### src/hdl/dlv_pkg.sv
// Shared types and constants for the lag-one velocity estimator.
// Used by the controller, datapath and top level.
package dlv_pkg;
	localparam int ACC_W = 48;
	localparam int CORDIC_STEPS = 30;

	typedef struct packed {
		logic take;       // sample word accepted
		logic accum;      // accumulate current sample
		logic clear;      // clear sums after capture
		logic start;      // latch sums and start finish unit
	} dlv_cmd_t;

	typedef struct packed {
		logic busy;
		logic done;
	} dlv_sts_t;

	function automatic logic [31:0] turn_angle(input logic [4:0] i);
		logic [31:0] t;
		begin
			case (i)
				5'd0: t = 32'd536870912;
				5'd1: t = 32'd316933406;
				5'd2: t = 32'd167458907;
				5'd3: t = 32'd85004756;
				5'd4: t = 32'd42667331;
				5'd5: t = 32'd21354465;
				5'd6: t = 32'd10679838;
				5'd7: t = 32'd5340245;
				5'd8: t = 32'd2670163;
				5'd9: t = 32'd1335087;
				5'd10: t = 32'd667544;
				5'd11: t = 32'd333772;
				5'd12: t = 32'd166886;
				5'd13: t = 32'd83443;
				5'd14: t = 32'd41722;
				5'd15: t = 32'd20861;
				5'd16: t = 32'd10430;
				5'd17: t = 32'd5215;
				5'd18: t = 32'd2608;
				5'd19: t = 32'd1304;
				5'd20: t = 32'd652;
				5'd21: t = 32'd326;
				5'd22: t = 32'd163;
				5'd23: t = 32'd81;
				5'd24: t = 32'd41;
				5'd25: t = 32'd20;
				5'd26: t = 32'd10;
				5'd27: t = 32'd5;
				5'd28: t = 32'd3;
				5'd29: t = 32'd1;
				default: t = 32'd0;
			endcase
			return t;
		end
	endfunction
endpackage

### src/hdl/dlv_ctrl.sv
// Controller: ensemble, depth and estimate counters, result handshake.
// Depends on dlv_pkg; commands dlv_datapath.
module dlv_ctrl #(
	parameter int MAX_ENSEMBLE = 32,
	parameter int MAX_PACKET = 16
) (
	input  logic clk,
	input  logic arst_n,
	input  logic [5:0] ens_size,
	input  logic [4:0] pkt_size,
	input  logic [12:0] line_size,
	input  logic in_valid,
	output logic in_ready,
	output logic out_valid,
	input  logic out_ready,
	output logic last_flag,
	output dlv_pkg::dlv_cmd_t cmd,
	input  dlv_pkg::dlv_sts_t sts
);
	import dlv_pkg::*;

	logic [6:0] e_lim, p_lim;
	logic [12:0] l_lim;
	logic [5:0] ens_q;
	logic [6:0] dep_q;
	logic [11:0] est_q;
	logic pend_q, ovalid_q, last_q, acc;

	always_comb begin
		e_lim = (ens_size < 6'd2) ? 7'd2 :
			((7'(ens_size) > 7'(MAX_ENSEMBLE)) ? 7'(MAX_ENSEMBLE) : 7'(ens_size));
		p_lim = (pkt_size == '0) ? 7'd1 :
			((7'(pkt_size) > 7'(MAX_PACKET)) ? 7'(MAX_PACKET) : 7'(pkt_size));
		l_lim = (line_size == '0) ? 13'd1 : ((line_size > 13'd4096) ? 13'd4096 : line_size);
	end

	assign in_ready = !pend_q && !sts.busy && !ovalid_q;
	assign acc = in_valid && in_ready;
	assign cmd.take = acc;
	assign cmd.accum = acc && (ens_q != '0);
	assign cmd.start = pend_q && !sts.busy;
	assign cmd.clear = cmd.start;
	assign out_valid = ovalid_q;
	assign last_flag = last_q;

	always_ff @(posedge clk or negedge arst_n) begin
		if (!arst_n) begin
			ens_q <= '0;
			dep_q <= '0;
			est_q <= '0;
			pend_q <= 1'b0;
			ovalid_q <= 1'b0;
			last_q <= 1'b0;
		end else begin
			if (acc) begin
				if (7'(ens_q) + 7'd1 < e_lim) begin
					ens_q <= ens_q + 6'd1;
				end else begin
					ens_q <= '0;
					if (dep_q + 7'd1 < p_lim) begin
						dep_q <= dep_q + 7'd1;
					end else begin
						dep_q <= '0;
						pend_q <= 1'b1;
					end
				end
			end
			if (cmd.start) begin
				pend_q <= 1'b0;
				last_q <= (13'(est_q) + 13'd1 >= l_lim);
				est_q <= (13'(est_q) + 13'd1 >= l_lim) ? '0 : est_q + 12'd1;
			end
			if (sts.done) ovalid_q <= 1'b1;
			else if (ovalid_q && out_ready) ovalid_q <= 1'b0;
		end
	end

	assert property (@(posedge clk) disable iff (!arst_n) ovalid_q |-> !acc)
		else $error("input taken while result held");
	assert property (@(posedge clk) disable iff (!arst_n) cmd.start |=> sts.busy)
		else $error("finish unit did not start");
	assert property (@(posedge clk) disable iff (!arst_n) sts.done |-> !ovalid_q)
		else $error("result overwritten");
endmodule

### config.mk
export PLATFORM = sky130hd
export DESIGN_NAME = dlv_ctrl
export DESIGN_NICKNAME = d
export VERILOG_FILES = /design/src/hdl/dlv_pkg.sv /design/src/hdl/dlv_ctrl.sv
export SDC_FILE = /design/constraint.sdc
export NUM_CORES = 1
export LEC_CHECK = 0
export ABC_AREA = 1
export BUFFER_PORTS_ARGS = -buffer_cell sky130_fd_sc_hd__clkbuf_2
export CAP_MARGIN = 25
export CORE_MARGIN = 5
export CORE_UTILIZATION = 40
export DETAILED_ROUTE_END_ITERATION = 10
export SLEW_MARGIN = 0
export SYNTH_ARGS = -nofsm -noshare
export SYNTH_HDL_FRONTEND = slang
export SYNTH_SLANG_ARGS = --single-unit
### constraint.sdc
create_clock -name clk -period 4.8 [get_ports clk]
set_clock_uncertainty 0.1 [all_clocks]
set_input_delay 0.48 -clock clk [delete_from_list [all_inputs] [get_ports clk]]
set_output_delay 0.48 -clock clk [all_outputs]
set_load 0.02 [all_outputs]
==> results.yml, run 1 <==
critical_path:
  cp-startpoint: "est_q[0]"
  r2r_end: "est_q[7]"
  r2r_slack_ns: 1.78
  rr_worst_depth: 14
  cp.arrival_ns: 3.11
  path_class: "flip-flop to flip-flop"
  cp-end-kind: "flip-flop"
  critPathMaxFanout: 11
  startpoint_type: "flip-flop"
  required_ns: 4.89
  worst_r2r_startpoint: "est_q[0]"
floorplanning:
  die_height_um: 86.5
  fp.dieW_um: 86.5
  io_pins: 37
  coreArea_um2: 5610
  fp-row-count: 27
  start_util_pct: 41.7
  dieArea_um2: 7480
logic_synthesis:
  yosys-top-cells-area: "dfrtp_1 (30%), nand2_1 (17%), ha_1 (14%)"
  synth_most_common_cell: "nand2_1"
  synth-edff-count: 0
  synth_fp_nets: 384
  ys_top_cells_by_count: "nand2_1 (103), inv_1 (39), dfrtp_1 (28)"
  async_reset_ff_share_pct: 100
  synth_top_area_share_pct: 29.9
  ys_seq_elements: 28
  synth.distinct_cells: 28
  synth_warnings: 0
  syn_area_um2: 2340
  yosys.area.top_type: "dfrtp_1"
  postSynthCellCount: 328
  syn_avg_cell_area_um2: 7.13
  yosys_most_used_dff: "dfrtp_1"
  yosysSeqAreaShare_pct: 29.9
layout:
  nets: 420
  antenna_cells: 0
  utilization_pct: 46.8
  area_growth_pct: 12.2
  drive_above_1_share_pct: 17.4
cts:
  clk_path_buf_depth: 2
  cts-root-buf: "clkbuf_8"
  h-tree-depth: 1
  cts_tree: "yes"
  post_cts_buffers: 0
  cts.clk_slew.worst_paths_ns: 0.09
  numClockSinks: 28
  clk_latency_ns: 0.27
  hold_buffers: 0
  numCtsBuffers: 3
  cts_resized: 0
timing:
  setup_tns_ns: 0
  period_needed_ns: 3.02
  holdWs_ns: 0.138
  fin_crit_sh_pct: 63.0
  rsz0062_at_grt: "false"
  setup_violations: 0
  worstMarginPinSlew_ns: 0.754
  hold_viol: 0
  maxSlewViolCount: 0
  max-slew-margin-rel_pct: 49.7
  fmax_mhz: 331
detailed_routing:
  wl_mm: 4.83
  drt_iter0_drc: 72
  viasPerCell: 4.76
  detail-route-antenna-nets: 0
  drt_pass1_iterations: 4
  drcViolationCount: 0
  vias: 2068
  post_drt_wl_per_cell_um: 11.1
global_route:
  grt_max_degree: 29
  overflow: 0
  grt_use_met1_pct: 18.7
  antenna_found_initial: 0
  grt_pass1_vias: 1949
  met2_usage_pct: 22.7
  use_met3_pct: 2.28
  track_usage_pct: 13.7
  busiest_layer: "met2"
  grt_pass1_wl_mm: 8.47
power_and_ir_drop:
  cellPowerDensity_nw_per_um2: 349
  peakVddDrop_uv: 242
  p_leak_nw: 1.49
  p_total_mw: 0.916
flow_run:
  maxCapViolCount: 0
place:
  hpwlAfterDp_mm: 4.03
  portBuffers: 36
  place_congestion: 0.849
worst_hold_path:
  hp-class: "primary input to async pin"
run_status:
  status: "finished clean"
==> where the power goes <==
part	switching, mW	total, mW	internal [mW]
registers	0.0575	0.352	0.295
logic	0.274	0.440	0.166
clock network	0.0685	0.125	0.0562
==> layout make-up <==
type / instances / area (um^2)
sequential: 28 / 701
fill: 595 / 2980
tap: 72 / 90.1
inverter: 43 / 161
multi-input combinational: 251 / 1450
timing repair buffer: 37 / 188
clock buffer: 3 / 41.3
==> registers in the layout, summed over array words and instances (netlist names) <==
register   flops
est_q         12
pend_q         1
ens_q          6
out_valid      1
last_flag      1
dep_q          7
==> cells by family (layout without fill, tap and decap cells) <==
family / count (synthesis) / in the layout / synth area share (%)
AOI/OAI and AO/OA: 31 / 31 / 7.11
DFF: 28 / 28 / 29.9
adders and majority gates: 26 / 26 / 13.9
and+or+nand+nor: 178 / 178 / 34.4
xor gates and xnor gates: 16 / 16 / 6.31
buffers and inverters: 49 / 83 / 8.29
==> layer usage <==
metal	vias to the layer above	share of wire [%]	routed length [um]
met5	-	0	0
met4	0	0.58	28
met3	2	2.3	113
met2	19	47	2290
met1	915	50	2400
li1	1132	-	-
==> per-stage QoR <==
step | area [um^2] | instances | setup WS [ns]
2_1_floorplan | 2340 | 328 | 2.46
3_3_place_gp | 2580 | 431 | 1.77
3_5_place_dp | 2580 | 431 | 1.64
4_1_cts | 2630 | 434 | 1.76
5_1_grt | 2630 | 434 | 1.49
6_report | 2630 | 434 | 1.78
==> how the worst max path moves through the flow <==
stage | to | slack [ns] | depth (start not counted)
final | est_q[7] | 1.78 | 14
after global routing | est_q[7] | 1.49 | 14
after CTS | est_q[7] | 1.76 | 14
after detailed placement | est_q[7] | 1.64 | 13
after global placement | est_q[7] | 1.77 | 13
after floorplan | last_flag | 2.46 | 12
==> critical path, stage by stage, from the launching register on <==
cell and delay, ns:
dfrtp_1 0.41, ha_1 0.21, nand3_2 0.13, nor2_4 0.15, nand3_1 0.11, xor2_1 0.22
inv_1 0.07, ha_1 0.32, nand3_1 0.15, inv_1 0.06, nand2_1 0.07, nand2_1 0.05
nor2_1 0.52, nand2_1 0.21, o21ai_0 0.20
==> layout by cell type (no fill, tap or decap), drive strengths merged <==
cell    instances
a21oi          11
a31oi           1
a41oi           1
buf             1
clkbuf         39
dfrtp          28
ha             26
inv            43
nand2         110
nand3          19
nand4          10
nor2           30
nor3            5
nor4            4
o21ai          17
o21bai          1
xor2           16
No activity file was read; power rests on OpenSTA's default activity.
==> run 2, diff against run 1 <==
Clock period 4.8 ns to 2.9 ns, I/O delays scaled along.
==> run 2 against run 1 <==
  * Cell count increased by 0.69%
  * Combinational power increased by 65%
  * Global-route usage decreased by 0.38 points
  * Sequential power increased by 66%
  * Sequential share of layout area decreased by 0.38 points
  * Clock-buffer cell count increased by 1
  * Worst setup slack got worse by 1.4 ns
  * Critical path type unchanged
  * Largest cell class unchanged
  * Highest routed layer unchanged
==> results.yml, run 2 (same netlist as run 1, synthesis figures left out) <==
global_route:
  grt_max_degree: 29
  antenna_found_initial: 0
  grt_pass1_wl_mm: 8.17
  grt_pass1_vias: 1969
  track_usage_pct: 13.3
  overflow: 0
timing:
  worstMarginPinSlew_ns: 0.757
  maxSlewViolCount: 0
  fin_crit_sh_pct: 88.3
  hold_viol: 0
  period_needed_ns: 2.56
  setup_violations: 0
  max-slew-margin-rel_pct: 49.5
  holdWs_ns: 0.0915
  fmax_mhz: 390
  setup_tns_ns: 0
  rsz0062_at_grt: "false"
detailed_routing:
  detail-route-antenna-nets: 0
  wl_met1_mm: 2.43
  drt_pass1_iterations: 5
  drt_iter0_drc: 80
  post_drt_wl_per_cell_um: 11.2
  drcViolationCount: 0
  wl_met3_um: 104
  routed.top_layer: "met4"
  dr_wl_met2_mm: 2.35
  vias: 2114
  wl_mm: 4.90
  viasPerCell: 4.84
flow_run:
  maxCapViolCount: 0
cts:
  numClockSinks: 28
  post_cts_buffers: 0
  clk_latency_ns: 0.27
  cts_tree: "yes"
  cts.clk_slew.worst_paths_ns: 0.09
  numCtsBuffers: 3
  h-tree-depth: 1
  cts-root-buf: "clkbuf_8"
  clk_path_buf_depth: 2
layout:
  instances_no_fill: 437
  final_common_cell: "nand2_1"
  top_register: "est_q"
  area_growth_pct: 13.9
  antenna_cells: 0
  fill_cells: 617
  mostFrequentLayoutCells: "nand2_1 (103), inv_1 (39), clkbuf_2 (36)"
  drive_above_1_share_pct: 18.1
  largest_reg_flops: 12
  nets: 422
  largestRegisters: "est_q: 12 flops, dep_q: 7 flops, ens_q: 6 flops"
place:
  place_congestion: 0.834
  dp.cells: 432
  hpwlAfterDp_mm: 4.06
  portBuffers: 36
critical_path:
  critical_path_buf_inv_count: 2
  cp-end-kind: "flip-flop"
  crit_chain: "ha_1 -> nand3_2 -> nor2_4 -> nand3_1 -> xor2_1 -> inv_1 -> ha_1 -> nand3_1 -> nor2_1 -> nand2_1 -> nand3_1 -> nor2_1 -> buf_4 -> nand4_1 -> nand2_1"
  critPathSlowestCell: "dfrtp_1"
  rr_worst_depth: 15
  worst_r2r_startpoint: "est_q[0]"
  cp_num_cells: 15
  path_class: "flip-flop to flip-flop"
  cpMostUsedCell: "nand3_1"
  cp.arrival_ns: 2.67
  slowest_delay_ns: 0.40
  r2r_slack_ns: 0.34
  r2r_end: "est_q[2]"
  startpoint_type: "flip-flop"
  required_ns: 3.01
  critPathMaxFanout: 10
  crit_family: "simple AND/OR/NAND/NOR gates"
  cp-startpoint: "est_q[0]"
  crit_end: "est_q[2]"
power_and_ir_drop:
  p_total_mw: 1.55
  cellPowerDensity_nw_per_um2: 580
  peakVddDrop_uv: 323
  p_leak_nw: 1.51
floorplanning:
  fp.dieW_um: 86.5
  die_height_um: 86.5
  dieArea_um2: 7480
  io_pins: 37
  start_util_pct: 41.7
  fp-row-count: 27
  coreArea_um2: 5610
run_status:
  status: "finished clean"
worst_hold_path:
  holdPathStages: 2
  min_from: "out_ready"
  hp-class: "primary input to flip-flop"
run 2: cell types whose count changed in the layout (fill, tap and decap cells not counted):
cell,change
buf_4,+1
clkbuf_8,+1
dlygate4sd3_1,+1
nor4_1,-1
nor4_2,+1
run 2: worst min path at each step:
stage / endpoint / slack, ns
2_1_floorplan: dep_q[0] / -0.11
3_3_place_gp: dep_q[0] / 0.28
3_5_place_dp: dep_q[1] / 0.28
4_1_cts: out_valid / 0.08
5_1_grt: out_valid / 0.09
6_report: out_valid / 0.09
run 2: metal layers:
layer,up-vias,global-route usage [%]
met5,-,0
met4,0,2.12
met1,966,17.1
met2,17,23.1
li1,1129,-
met3,2,2.85
run 2: final cells by class:
| type | count | area (um^2) | area share (%) |
|---|---|---|---|
| multi-input cells | 251 | 1450 | 54.5 |
| repair buffers | 39 | 205 | 7.70 |
| flip-flops and latches | 28 | 701 | 26.3 |
| well taps | 72 | 90.1 | 3.38 |
| clock buffers | 4 | 55.1 | 2.07 |
| inverters | 43 | 161 | 6.06 |
run 2: repair_timing:
item                                   CTS  global route
hold buffers                             1             0
gates resized for setup                  0             1
setup endpoints to repair                0            11
endpoints found under the hold margin   28             0
run 2: report_power, final:
part | total [mW] | switching [mW] | internal [mW]
logic | 0.725 | 0.448 | 0.277
registers | 0.584 | 0.0966 | 0.488
clock network | 0.237 | 0.115 | 0.121
run 2: stage by stage:
stage | utilization (%) | area, um^2 | setup slack (ns)
final | 47.5 | 2660 | 0.338
after global routing | 47.5 | 2660 | 0.0301
after CTS | 47.4 | 2660 | 0.239
after detailed placement | 46.2 | 2590 | 0.279
after global placement | 46.2 | 2590 | 0.289
after floorplan | - | 2340 | 0.602
